===== config.mk =====
export PLATFORM = sky130hd
export DESIGN_NAME = midi_message_framer_filter
export DESIGN_NICKNAME = d
export VERILOG_FILES = /design/src/mmff_pkg.sv /design/src/midi_message_framer_filter.sv /design/src/mmff_datapath.sv /design/src/mmff_ctrl.sv
export SDC_FILE = /design/constraint.sdc
export NUM_CORES = 1
export LEC_CHECK = 0
export BUFFER_PORTS_ARGS = -buffer_cell sky130_fd_sc_hd__buf_4
export CAP_MARGIN = 25
export CELL_PAD_IN_SITES_DETAIL_PLACEMENT = 0
export CELL_PAD_IN_SITES_GLOBAL_PLACEMENT = 1
export CORE_UTILIZATION = 34
export DETAILED_ROUTE_END_ITERATION = 7
export MAX_ROUTING_LAYER = met4
export PLACE_DENSITY_LB_ADDON = 0.1
export SLEW_MARGIN = 30
export SYNTH_ARGS = -nofsm -noshare
export SYNTH_HDL_FRONTEND = slang
export SYNTH_SLANG_ARGS = --single-unit

===== constraint.sdc =====
create_clock -name aclk -period 8.48 [get_ports aclk]
set_clock_uncertainty 0.05 [all_clocks]
set_input_delay 0.848 -clock aclk [delete_from_list [all_inputs] [get_ports aclk]]
set_output_delay 0.848 -clock aclk [all_outputs]
set_load 0.05 [all_outputs]

===== src/mmff_pkg.sv =====
// Package for the MIDI message framer and filter: status codes, class bits,
// controller state type and the command/status structs between its modules.
// No dependencies.
package mmff_pkg;

    // Status bytes and masks used when framing.
    localparam logic [7:0] ST_SYSEX_START = 8'hF0;
    localparam logic [7:0] ST_SYSEX_END   = 8'hF7;
    localparam logic [3:0] HI_NOTE_OFF    = 4'h8;
    localparam logic [3:0] HI_NOTE_ON     = 4'h9;
    localparam logic [3:0] HI_CTRL_CHANGE = 4'hB;
    localparam logic [3:0] HI_CHAN_PRESS  = 4'hD;
    localparam logic [3:0] HI_PITCH_BEND  = 4'hE;
    localparam logic [7:0] CC_MOD_WHEEL   = 8'h01;

    // Message class bits, shared by both filter masks.
    localparam logic [3:0] CLS_NOTE  = 4'b0001;
    localparam logic [3:0] CLS_PRESS = 4'b0010;
    localparam logic [3:0] CLS_PITCH = 4'b0100;
    localparam logic [3:0] CLS_MOD   = 4'b1000;

    // Configuration register indexes.
    localparam int unsigned CFG_IDX_W = 2;
    localparam logic [CFG_IDX_W-1:0] CFG_ECHO_MASK    = 2'd0;
    localparam logic [CFG_IDX_W-1:0] CFG_DISCARD_MASK = 2'd1;
    localparam int unsigned CFG_DATA_W = 4;

    localparam int unsigned DEF_BUF_DEPTH = 64;

    typedef enum logic [1:0] {
        ST_IDLE,
        ST_READ,
        ST_SHOW
    } state_t;

    // Controller to datapath.
    typedef struct packed {
        logic take;     // consume the input byte
        logic load;     // read one stored byte into the output register
        logic advance;  // step to the next stored byte
    } dp_cmd_t;

    // Datapath to controller.
    typedef struct packed {
        logic emit_req; // the byte on the input completes a message to emit
        logic last;     // output register holds the final byte
    } dp_stat_t;

    // Expected length of a channel message, zero for unsupported status.
    function automatic logic [1:0] channel_length(input logic [7:0] status);
        logic [1:0] len;
        begin
            case (status[7:4])
                HI_NOTE_OFF, HI_NOTE_ON, HI_CTRL_CHANGE, HI_PITCH_BEND: len = 2'd3;
                HI_CHAN_PRESS: len = 2'd2;
                default: len = 2'd0;
            endcase
            return len;
        end
    endfunction

endpackage


===== src/midi_message_framer_filter.sv =====
// Top level of the MIDI message framer and filter.
// Depends on mmff_pkg, mmff_datapath and mmff_ctrl.
//
// Usage:
//   Raw MIDI bytes enter on the s_ channel (s_valid/s_ready, s_midi_byte).
//   Note on/off, control change, channel pressure, pitch bend and SysEx are
//   framed; other bytes are dropped. A completed message is classed and,
//   under echo_mask and discard_mask, echoed, discarded or delivered.
//   Bytes of an emitted message leave on the m_ channel, one per
//   transaction, each with m_destination, and m_last_of_message set on the
//   final byte.
//   The masks are written through cfg_valid/cfg_index/cfg_data; the user must
//   write them while idle, which the block itself does not enforce; cfg_ready is always high.
// Operation:
//   A byte that completes no message leaves the block idle, ready for the
//   next byte. A completed message is read from the buffer memory byte by
//   byte, each read into the output register and then shown until accepted;
//   no input is taken until its last byte is accepted.
//   A stalled receiver holds the output register and freezes the block.
// Reset:
//   aresetn (synchronous, active low) clears both masks and any partial
//   message. The buffer needs no clearing pass.
module midi_message_framer_filter
    import mmff_pkg::*;
#(
    parameter int unsigned BUF_DEPTH = DEF_BUF_DEPTH
) (
    input  logic                  aclk,
    input  logic                  aresetn,
    input  logic                  s_valid,
    output logic                  s_ready,
    input  logic [7:0]            s_midi_byte,
    output logic                  m_valid,
    input  logic                  m_ready,
    output logic [7:0]            m_out_byte,
    output logic                  m_destination,
    output logic                  m_last_of_message,
    input  logic                  cfg_valid,
    output logic                  cfg_ready,
    input  logic [CFG_IDX_W-1:0]  cfg_index,
    input  logic [CFG_DATA_W-1:0] cfg_data
);

    dp_cmd_t  cmd;
    dp_stat_t stat;

    assign cfg_ready = 1'b1;

    mmff_ctrl u_ctrl (
        .aclk    (aclk),
        .aresetn (aresetn),
        .s_valid (s_valid),
        .s_ready (s_ready),
        .m_valid (m_valid),
        .m_ready (m_ready),
        .stat    (stat),
        .cmd     (cmd)
    );

    mmff_datapath #(
        .BUF_DEPTH (BUF_DEPTH)
    ) u_datapath (
        .aclk            (aclk),
        .aresetn         (aresetn),
        .midi_byte       (s_midi_byte),
        .cfg_we          (cfg_valid && cfg_ready),
        .cfg_index       (cfg_index),
        .cfg_data        (cfg_data),
        .cmd             (cmd),
        .stat            (stat),
        .out_byte        (m_out_byte),
        .destination     (m_destination),
        .last_of_message (m_last_of_message)
    );

endmodule


===== src/mmff_datapath.sv =====
// Datapath of the MIDI message framer and filter: framing registers,
// message buffer, classification, filter masks and the output register.
// Depends on mmff_pkg.
module mmff_datapath
    import mmff_pkg::*;
#(
    parameter int unsigned BUF_DEPTH = DEF_BUF_DEPTH
) (
    input  logic                  aclk,
    input  logic                  aresetn,
    input  logic [7:0]            midi_byte,
    input  logic                  cfg_we,
    input  logic [CFG_IDX_W-1:0]  cfg_index,
    input  logic [CFG_DATA_W-1:0] cfg_data,
    input  dp_cmd_t               cmd,
    output dp_stat_t              stat,
    output logic [7:0]            out_byte,
    output logic                  destination,
    output logic                  last_of_message
);

    localparam int unsigned AW = (BUF_DEPTH > 1) ? $clog2(BUF_DEPTH) : 1;
    localparam int unsigned CW = $clog2(BUF_DEPTH + 1);

    logic [7:0]    mem [BUF_DEPTH];

    logic [3:0]    echo_mask_reg, discard_mask_reg;
    logic [CW-1:0] fill_reg, fill_next;
    logic [1:0]    explen_reg, explen_next;
    logic          ovf_reg, ovf_next;
    logic [7:0]    status_reg, status_next;
    logic [7:0]    data1_reg;
    logic [CW-1:0] emit_len_reg, emit_len_next;
    logic          dest_reg, dest_next;
    logic [AW-1:0] idx_reg;
    logic [7:0]    out_byte_reg;
    logic          last_reg;

    logic          wr_en;
    logic [AW-1:0] wr_addr;
    logic          in_sysex, room, do_finish, emit;
    logic [7:0]    data1;
    logic [3:0]    cls;

    assign in_sysex = (fill_reg != '0) && (status_reg == ST_SYSEX_START);
    assign room     = fill_reg < CW'(BUF_DEPTH);
    assign data1    = (fill_reg == CW'(1)) ? midi_byte : data1_reg;

    // Class of the message that completes on this byte.
    always_comb begin
        cls = '0;
        case (status_reg[7:4])
            HI_NOTE_OFF, HI_NOTE_ON: cls = CLS_NOTE;
            HI_CHAN_PRESS:           cls = CLS_PRESS;
            HI_PITCH_BEND:           cls = CLS_PITCH;
            HI_CTRL_CHANGE:          cls = (data1 == CC_MOD_WHEEL) ? CLS_MOD : '0;
            default:                 cls = '0;
        endcase
        if (status_reg == ST_SYSEX_START) begin
            cls = '0;
        end
    end

    // Framing: next state of the message registers for the input byte.
    always_comb begin
        fill_next     = fill_reg;
        explen_next   = explen_reg;
        ovf_next      = ovf_reg;
        status_next   = status_reg;
        wr_en         = 1'b0;
        wr_addr       = fill_reg[AW-1:0];
        do_finish     = 1'b0;
        emit          = 1'b0;
        dest_next     = 1'b0;
        emit_len_next = fill_reg + CW'(1);
        if (midi_byte[7]) begin
            if (in_sysex && (midi_byte == ST_SYSEX_END)) begin
                wr_en = room;
                if (room && !ovf_reg) begin
                    do_finish = 1'b1;
                end
                fill_next   = '0;
                explen_next = '0;
                ovf_next    = 1'b0;
            end else begin
                // New status drops any partial message.
                ovf_next    = 1'b0;
                wr_addr     = '0;
                status_next = midi_byte;
                explen_next = channel_length(midi_byte);
                if (midi_byte == ST_SYSEX_START) begin
                    explen_next = '0;
                    fill_next   = CW'(1);
                    wr_en       = 1'b1;
                end else if (channel_length(midi_byte) != 2'd0) begin
                    fill_next = CW'(1);
                    wr_en     = 1'b1;
                end else begin
                    fill_next = '0;
                end
            end
        end else if (fill_reg != '0) begin
            if (in_sysex) begin
                wr_en = room;
                if (room) begin
                    fill_next = fill_reg + CW'(1);
                end else begin
                    ovf_next = 1'b1;
                end
            end else if (explen_reg != 2'd0) begin
                wr_en = 1'b1;
                if ((fill_reg + CW'(1)) >= CW'(explen_reg)) begin
                    do_finish   = 1'b1;
                    fill_next   = '0;
                    explen_next = '0;
                    ovf_next    = 1'b0;
                end else begin
                    fill_next = fill_reg + CW'(1);
                end
            end
        end
        // Filter: echo wins over discard.
        if (do_finish) begin
            if ((echo_mask_reg & cls) != '0) begin
                emit      = 1'b1;
                dest_next = 1'b1;
            end else if ((discard_mask_reg & cls) == '0) begin
                emit = 1'b1;
            end
        end
    end

    assign stat.emit_req = emit;
    assign stat.last     = last_reg;

    // Configuration registers.
    always_ff @(posedge aclk) begin
        if (!aresetn) begin
            echo_mask_reg    <= '0;
            discard_mask_reg <= '0;
        end else if (cfg_we) begin
            case (cfg_index)
                CFG_ECHO_MASK:    echo_mask_reg    <= cfg_data;
                CFG_DISCARD_MASK: discard_mask_reg <= cfg_data;
                default: ;
            endcase
        end
    end

    // Framing registers.
    always_ff @(posedge aclk) begin
        if (!aresetn) begin
            fill_reg   <= '0;
            explen_reg <= '0;
            ovf_reg    <= 1'b0;
            idx_reg    <= '0;
        end else begin
            if (cmd.take) begin
                fill_reg   <= fill_next;
                explen_reg <= explen_next;
                ovf_reg    <= ovf_next;
            end
            if (cmd.take && emit) begin
                idx_reg <= '0;
            end else if (cmd.advance) begin
                idx_reg <= idx_reg + AW'(1);
            end
        end
    end

    // Payload registers without reset.
    always_ff @(posedge aclk) begin
        if (cmd.take) begin
            status_reg <= status_next;
            if (!midi_byte[7] && (fill_reg == CW'(1))) begin
                data1_reg <= midi_byte;
            end
            if (emit) begin
                emit_len_reg <= emit_len_next;
                dest_reg     <= dest_next;
            end
        end
        if (cmd.take && wr_en) begin
            mem[wr_addr] <= midi_byte;
        end
        if (cmd.load) begin
            out_byte_reg <= mem[idx_reg];
            last_reg     <= (CW'(idx_reg) + CW'(1)) == emit_len_reg;
        end
    end

    assign out_byte        = out_byte_reg;
    assign destination     = dest_reg;
    assign last_of_message = last_reg;

endmodule


===== src/mmff_ctrl.sv =====
// Controller of the MIDI message framer and filter: takes input bytes and
// walks the buffer of a completed message out through the output register.
// Depends on mmff_pkg.
module mmff_ctrl
    import mmff_pkg::*;
(
    input  logic     aclk,
    input  logic     aresetn,
    input  logic     s_valid,
    output logic     s_ready,
    output logic     m_valid,
    input  logic     m_ready,
    input  dp_stat_t stat,
    output dp_cmd_t  cmd
);

    state_t state_reg, state_next;

    // Next state.
    always_comb begin
        state_next = state_reg;
        case (state_reg)
            ST_IDLE: begin
                if (s_valid && stat.emit_req) begin
                    state_next = ST_READ;
                end
            end
            ST_READ: state_next = ST_SHOW;
            ST_SHOW: begin
                if (m_ready) begin
                    state_next = stat.last ? ST_IDLE : ST_READ;
                end
            end
            default: state_next = ST_IDLE;
        endcase
    end

    // Outputs and datapath commands.
    always_comb begin
        s_ready     = 1'b0;
        m_valid     = 1'b0;
        cmd         = '0;
        case (state_reg)
            ST_IDLE: begin
                s_ready  = 1'b1;
                cmd.take = s_valid;
            end
            ST_READ: cmd.load = 1'b1;
            ST_SHOW: begin
                m_valid     = 1'b1;
                cmd.advance = m_ready && !stat.last;
            end
            default: ;
        endcase
    end

    always_ff @(posedge aclk) begin
        if (!aresetn) begin
            state_reg <= ST_IDLE;
        end else begin
            state_reg <= state_next;
        end
    end

endmodule


==> Flow_metrics.wiki, run 1 <==
{| class="wikitable"
! Metric !! Value
|-
| Global-route wire length before repair || between 80000 and 90000 um
|-
| Horizontal extent of the die || ~260 um
|-
| Worst slew slack as a fraction of its limit || about a third
|-
| Std-Cell Rows || 94
|-
| Placeable Area || about 0.066 mm2
|-
| Number of standard cells after synthesis || ~1.2k
|-
| First-iteration detailed-routing DRC count || around 800
|-
| Worst endpoint required time || about 8.7 ns
|-
| Cell Count Post-Placement || roughly 2.0k
|-
| Total power || slightly below 0.006 W
|-
| Startpoint types || flop
|-
| Fraction of registers with async set or reset after synthesis || 0%
|-
| Detailed Place HPWL || between 30000 and 40000 um
|-
| Via count of the first global-routing pass || 11.6k
|-
| Count of non-filler cells in the finished layout || 2148
|-
| Worst setup slack for register-to-register paths || ~4 ns
|-
| Sum of negative setup slack || 0 ns
|-
| Number of failing hold endpoints at the final stage || 0
|-
| Final setup violating endpoints || 0
|-
| Endpoint of the worst-slack reg-to-reg timing path || u_datapath.mem[50][7]
|-
| Min Clock Period, post-route || between 4 and 5 ns
|-
| Largest buffer count on any clock path || 3
|-
| Vias per inst || around 5.3
|-
| Top cells by area in the synthesized netlist || edfxtp_1 (72%), mux4_2 (13%), dfxtp_1 (2.3%), nor2_1 (1.5%), a22oi_1 (1.2%)
|-
| Data arrival time at the worst-slack endpoint || around 4.7 ns
|-
| Fin Hold WS || around 0.40 ns
|-
| Number of cells on the worst hold path || 1
|-
| Total of fill cells in the finished design || 5821
|-
| Total number of H-tree levels || 2
|-
| Type of the setup path with the least slack || flop to flop
|-
| Maximum capacitance violations || 0
|-
| Post-Synthesis Mean Instance Area || between 15 and 20 um2
|-
| FF-to-FF path depth || 7
|-
| Latest clock arrival within the worst-skew pair || about 0.65 ns
|-
| RD Place Congestion || approximately 0.76
|-
| Summed instance area of the synthesized netlist || 0.0226 mm2
|-
| Maximum fanout encountered on the critical timing path || 15
|-
| Seq cells post-synth || between 500 and 600
|-
| Net count of the finished layout || 1258
|-
| Clock edge transition at the registers on the reported setup and hold paths || 0.06 ns
|-
| Worst min-delay path endpoint || u_datapath.data1_reg[7]
|-
| Max Freq || between 200 and 250 MHz
|-
| Top post-synthesis cells by count || edfxtp_1 (544), mux4_2 (132), nor2_1 (91)
|-
| Slew @ Worst Pin || just under 1 ns
|-
| Place WS || approximately 3.3 ns
|-
| Critical R2R Launch || u_datapath.fill_reg[0]
|-
| Number of clock sinks || 570
|-
| Number of clock buffers inserted by TritonCTS || 60
|-
| Fraction of layout instances using a drive strength above 1 || about 22%
|-
| Aggregate routed wire length || slightly below 60000 um
|-
| Hold-fix buffers, CTS || 0
|-
| Full die area || roughly 0.067 mm2
|-
| Number of search-and-repair iterations in the first detailed-routing pass || 5
|-
| Register area share after synthesis || roughly 75%
|-
| Peak supply drop || 0.161 mV
|-
| CTS Root Buffer Type || clkbuf_16
|-
| Leading register cell type out of synthesis || edfxtp_1
|-
| Static leakage power || between 7 and 8 nW
|-
| Post-route fraction of the period consumed by the critical path || around 53%
|-
| Final Worst Setup Slack || between 3 and 4 ns
|-
| Power density relative to cell area || 227 mW/mm2
|-
| Number of distinct standard cells referenced by the synthesized netlist || between 50 and 60
|-
| Largest net degree at the start of global routing || between 90 and 100
|-
| Dominant cell by count in the synthesized netlist || edfxtp_1
|-
| Clock tree from TritonCTS || done
|-
| Largest area contributor in the netlist || edfxtp_1
|-
| CP Capture Type || flop
|-
| Max reg flops || 512
|-
| Overall overflow remaining after global route || 0
|-
| Total nets after synthesis || between 1k and 1.5k
|-
| GRT Util Overall || about 18%
|-
| Unrepaired setup endpoints after global routing || false
|-
| Via count || about 11k
|-
| Number of antenna cells inserted || 0
|-
| Origin of the worst min-delay path || s_midi_byte[7]
|-
| Buffers added on ports || 30
|-
| Starting utilization of the core area || between 30 and 40%
|-
| Post_cts resized || 0
|-
| Antenna-violating nets left || 0
|-
| Y dimension of the die || about 260 um
|-
| Share of the synthesized area in the top cell type || about 72%
|-
| EDFF count, synth || 544
|-
| Yosys warning total || 0
|-
| Max-slew violation total from the final report || 0
|-
| Number of design rule violations left after detail routing || 0
|-
| Antenna violations before repair || 0
|-
| Wirelength per Cell || approximately 27 um
|-
| Worst min-delay path class || input port to flop
|-
| I/O pin count || 32
|-
| Layout-stage area growth over the synthesis result || 14.6%
|-
| Buffer count from post-CTS setup fixing || 0
|-
| Run status || completed
|}
==> per-layer routing <==
metal	track usage [%]	part of all wire, %
met1	24.8	46
met2	27.4	47
met3	3.64	4.9
met4	4.62	2.2
met5	-	0
==> worst max-delay path, stage by stage (launching register included) <==
cell	delay, ns
dfxtp_1	0.71
inv_1	0.29
ha_1	0.30
and3_1	0.21
or4_1	0.59
a311oi_4	0.73
nand4b_1	0.50
nor2_1	0.76
==> cell families after synthesis <==
logic type | count (synthesis) | share of synthesized area [%]
buffers and inverters | 66 | 1.15
AND/OR/NAND/NOR | 243 | 5.22
flip-flops | 570 | 74.7
XOR/XNOR | 18 | 0.698
AO/OA/AOI/OAI | 135 | 4.20
other | 1 | 0.0166
adder cells (fa/ha/maj) | 6 | 0.333
multiplexers | 144 | 13.7
==> power breakdown <==
part / total (W) / switching (W) / internal [W]
clock network: 0.00268 / 0.00112 / 0.00156
logic: 0.000110 / 0.0000857 / 0.0000239
registers: 0.00309 / 0.00000465 / 0.00309
total: 0.00588 / 0.00121 / 0.00467
==> metrics by stage <==
step	cell area [um2]	utilization, %
global route	25900	39.3
global placement	23800	36.2
floorplan	22600	-
detailed placement	23800	36.3
CTS	25900	39.3
finish	25900	39.3
==> area by class of cell <==
type	instances	area [um2]	area share (%)
Sequential cell	570	16900	65.2
Inverter	7	26.3	0.102
Tap cell	864	1080	4.18
Timing Repair Buffer	47	365	1.41
Multi-Input combinational cell	547	5510	21.3
Clock inverter	38	428	1.65
Clock buffer	75	1600	6.18
==> how the worst max path moves through the flow <==
| stage | from | endpoint | slack [ns] | cells after the start |
|---|---|---|---|---|
| after floorplan | s_midi_byte[7] | u_datapath.mem[56][0] | 4.60 | 7 |
| final | u_datapath.fill_reg[0] | u_datapath.mem[50][7] | 3.96 | 7 |
| after global placement | s_midi_byte[7] | u_datapath.mem[9][1] | 3.04 | 8 |
| after global routing | s_midi_byte[7] | u_datapath.mem[46][6] | 3.65 | 8 |
| after CTS | s_midi_byte[7] | u_datapath.mem[46][6] | 3.94 | 8 |
| after detailed placement | s_midi_byte[7] | u_datapath.mem[56][2] | 3.28 | 8 |
==> layout by cell type (no fill, tap or decap), types with 7 or more instances in the layout <==
| cell | n |
|---|---|
| edfxtp_1 | 544 |
| mux4_2 | 132 |
| nor2_1 | 91 |
| clkbuf_16 | 60 |
| buf_4 | 46 |
| nand2_1 | 41 |
| a22oi_1 | 36 |
| a21oi_1 | 26 |
| nand3_1 | 24 |
| dfxtp_1 | 24 |
| o21ai_0 | 19 |
| nor2b_1 | 17 |
| nor3_1 | 13 |
| clkinv_2 | 13 |
| mux2i_1 | 12 |
| clkbuf_1 | 11 |
| xor2_1 | 9 |
| and2_1 | 9 |
| xnor2_1 | 9 |
| o22ai_1 | 9 |
| clkinv_1 | 9 |
| o32a_1 | 8 |
| and3_1 | 8 |
| inv_1 | 7 |
| bufinv_16 | 7 |
No activity file was read; power rests on OpenSTA's default activity.
==> run 2: changes to the inputs <==
clock period = 4.45 ns   (was 8.48 ns; I/O delays follow)
==> Flow_metrics.wiki, run 2 (synthesized netlist as in run 1, its figures left out) <==
{| class="wikitable"
! Metric !! Value
|-
| Worst min-delay path endpoint || u_datapath.discard_mask_reg[1]
|-
| Buffer count from post-CTS setup fixing || 0
|-
| Origin of the worst min-delay path || cfg_data[1]
|-
| Full die area || roughly 0.067 mm2
|-
| Latest clock arrival within the worst-skew pair || ~0.63 ns
|-
| Critical R2R Launch || u_datapath.fill_reg[5]
|-
| Switching share of total power || 20.6%
|-
| Layout-stage area growth over the synthesis result || 17.3%
|-
| Fin Hold WS || 0.0437 ns
|-
| CP Capture Type || flop
|-
| GRT Util Overall || a little under a fifth
|-
| Slew @ Worst Pin || roughly 0.99 ns
|-
| Starting utilization of the core area || between 30% and 40%
|-
| Final setup violating endpoints || 0
|-
| Post-route cell area || 0.0265 mm2
|-
| Commonest cells after routing, fill and taps aside || edfxtp_1 (544), mux4_2 (132), buf_4 (132)
|-
| Worst slew slack as a fraction of its limit || around a third
|-
| CTS Root Buffer Type || clkbuf_16
|-
| Number of clock buffers inserted by TritonCTS || between 60 and 70
|-
| Buffers added on ports || 30
|-
| Antenna-violating nets left || 0
|-
| Endpoint of the worst-slack reg-to-reg timing path || u_datapath.mem[42][2]
|-
| Total power || 0.0110 W
|-
| Number of search-and-repair iterations in the first detailed-routing pass || 7
|-
| FF-to-FF path depth || 8
|-
| Worst endpoint required time || 4.74 ns
|-
| Most common cell after layout, fill and taps aside || edfxtp_1
|-
| Maximum capacitance violations || 0
|-
| Sequential power share || a little over half
|-
| Number of antenna cells inserted || 0
|-
| Largest buffer count on any clock path || 3
|-
| Sequential cell area || between 0.015 and 0.02 mm2
|-
| Data arrival time at the worst-slack endpoint || roughly 3.8 ns
|-
| Min Clock Period, post-route || around 3.5 ns
|-
| Number of clock sinks || between 500 and 600
|-
| Horizontal extent of the die || ~260 um
|-
| Fraction of layout instances using a drive strength above 1 || 26.4%
|-
| I/O pin count || 32
|-
| Post-route fraction of the period consumed by the critical path || roughly four fifths
|-
| Clock edge transition at the registers on the reported setup and hold paths || ~0.060 ns
|-
| Max Freq || approximately 280 MHz
|-
| Via count || approximately 12k
|-
| Number of cells on the worst hold path || 3
|-
| Y dimension of the die || 260 um
|-
| Overall overflow remaining after global route || 0
|-
| Unrepaired setup endpoints after global routing || false
|-
| Number of design rule violations left after detail routing || 1
|-
| Antenna violations before repair || 1
|-
| Aggregate routed wire length || 59500 um
|-
| Startpoint types || flop
|-
| Max reg flops || roughly 500
|-
| Total of fill cells in the finished design || about 6k
|-
| Clock tree from TritonCTS || done
|-
| Detailed Place HPWL || 37600 um
|-
| Worst setup slack for register-to-register paths || ~0.93 ns
|-
| RD Place Congestion || between 0.7 and 0.8
|-
| Placed inst area || 0.0245 mm2
|-
| Peak supply drop || approximately 0.28 mV
|-
| Maximum fanout encountered on the critical timing path || 15
|-
| Number of failing hold endpoints at the final stage || 0
|-
| First-iteration detailed-routing DRC count || 912
|-
| Vias per inst || 5.21
|-
| Power Internal || 0.00875 W
|-
| Sum of negative setup slack || 0 ns
|-
| Power density relative to cell area || 416 mW/mm2
|-
| Post_cts resized || 0
|-
| Via count of the first global-routing pass || between 10k and 15k
|-
| Wirelength per Cell || between 20 and 30 um
|-
| Type of the setup path with the least slack || flop to flop
|-
| Std-Cell Rows || 94
|-
| Run status || finished with violations
|-
| Total number of H-tree levels || 2
|-
| Placeable Area || 0.0657 mm2
|-
| Failing checks || DRC
|-
| Static leakage power || between 8 and 9 nW
|-
| Worst min-delay path class || input port to flop
|-
| Max-slew violation total from the final report || 0
|-
| Area of the multi-input gates || 0.00548 mm2
|-
| Power share of the clock group || between 40 and 50%
|-
| Net count of the finished layout || between 1k and 1.5k
|-
| NetSw || roughly 0.0023 W
|-
| Gate power share || around 2.0%
|-
| Global-route wire length before repair || just under 90000 um
|-
| Largest net degree at the start of global routing || 73
|}
## run 2: cell types whose count changed in the layout (fill, tap and decap cells not counted), moves of 3 or more
| cell | previous run | this run |
|---|---|---|
| clkinv_1 | 9 | 17 |
| clkinv_2 | 13 | 10 |
| bufinv_16 | 7 | 4 |
| dlygate4sd3_1 | 0 | 3 |
| buf_4 | 46 | 132 |
## run 2: repair_timing
| action | CTS | global route |
|---|---|---|
| hold buffers | 3 | 0 |
| hold endpoints to repair | 4 | 0 |
| setup endpoints to repair | 0 | 0 |
## run 2: routing by layer
metal	global-route usage, %	routed length (um)
met2	28.1	27900
met4	4.84	1120
met1	26.4	28000
met3	2.73	2510
met5	-	0
## run 2: power groups by stage
| stage | registers (W) | clock network, W | logic (W) |
|---|---|---|---|
| floorplan | 0.00600 | 0 | 0.0000680 |
| global placement | 0.00600 | 0 | 0.000220 |
| detailed placement | 0.00600 | 0 | 0.000223 |
| CTS | 0.00589 | 0.00505 | 0.000225 |
| global route | 0.00588 | 0.00523 | 0.000240 |
| finish | 0.00589 | 0.00491 | 0.000219 |
## run 2: per-stage QoR
stage          std cells  worst slack, ns  utilization [%]
6_report            2240            0.927             40.3
3_5_place_dp        2123            0.839             37.3
2_1_floorplan       1183            0.717                -
3_3_place_gp        2123            0.919             37.3
4_1_cts             2240            0.944             40.3
5_1_grt             2240            0.670             40.3
## run 2: critical path, cell delays in order, from the launching register on
cell	delay, ns
dfxtp_1	0.62
nor2_1	0.19
and3_1	0.27
or4_1	0.56
a311oi_2	0.46
buf_4	0.21
nand4b_1	0.39
nor2_1	0.27
buf_4	0.22
## run 2: worst max path at each step
stage                                       from               endpoint  slack [ns]  cells past startpoint
after floorplan           u_datapath.fill_reg[0]  u_datapath.mem[56][0]        0.72                      8
after global placement            s_midi_byte[4]  u_datapath.mem[43][2]        0.92                      9
after detailed placement          s_midi_byte[4]  u_datapath.mem[56][1]        0.84                      9
after CTS                 u_datapath.fill_reg[5]  u_datapath.mem[56][2]        0.94                      8
after global routing      u_datapath.fill_reg[5]  u_datapath.mem[42][2]        0.67                      8
final                     u_datapath.fill_reg[5]  u_datapath.mem[42][2]        0.93                      8
## run 2: cell type report
type,instances,share of cell area [%]
Clock buffer,75,6.12
Clock inverter,39,1.21
Multi-Input combinational cell,547,20.7
Sequential cell,570,63.7
Timing Repair Buffer,138,4.08
Tap cell,864,4.08
Inverter,7,0.0992
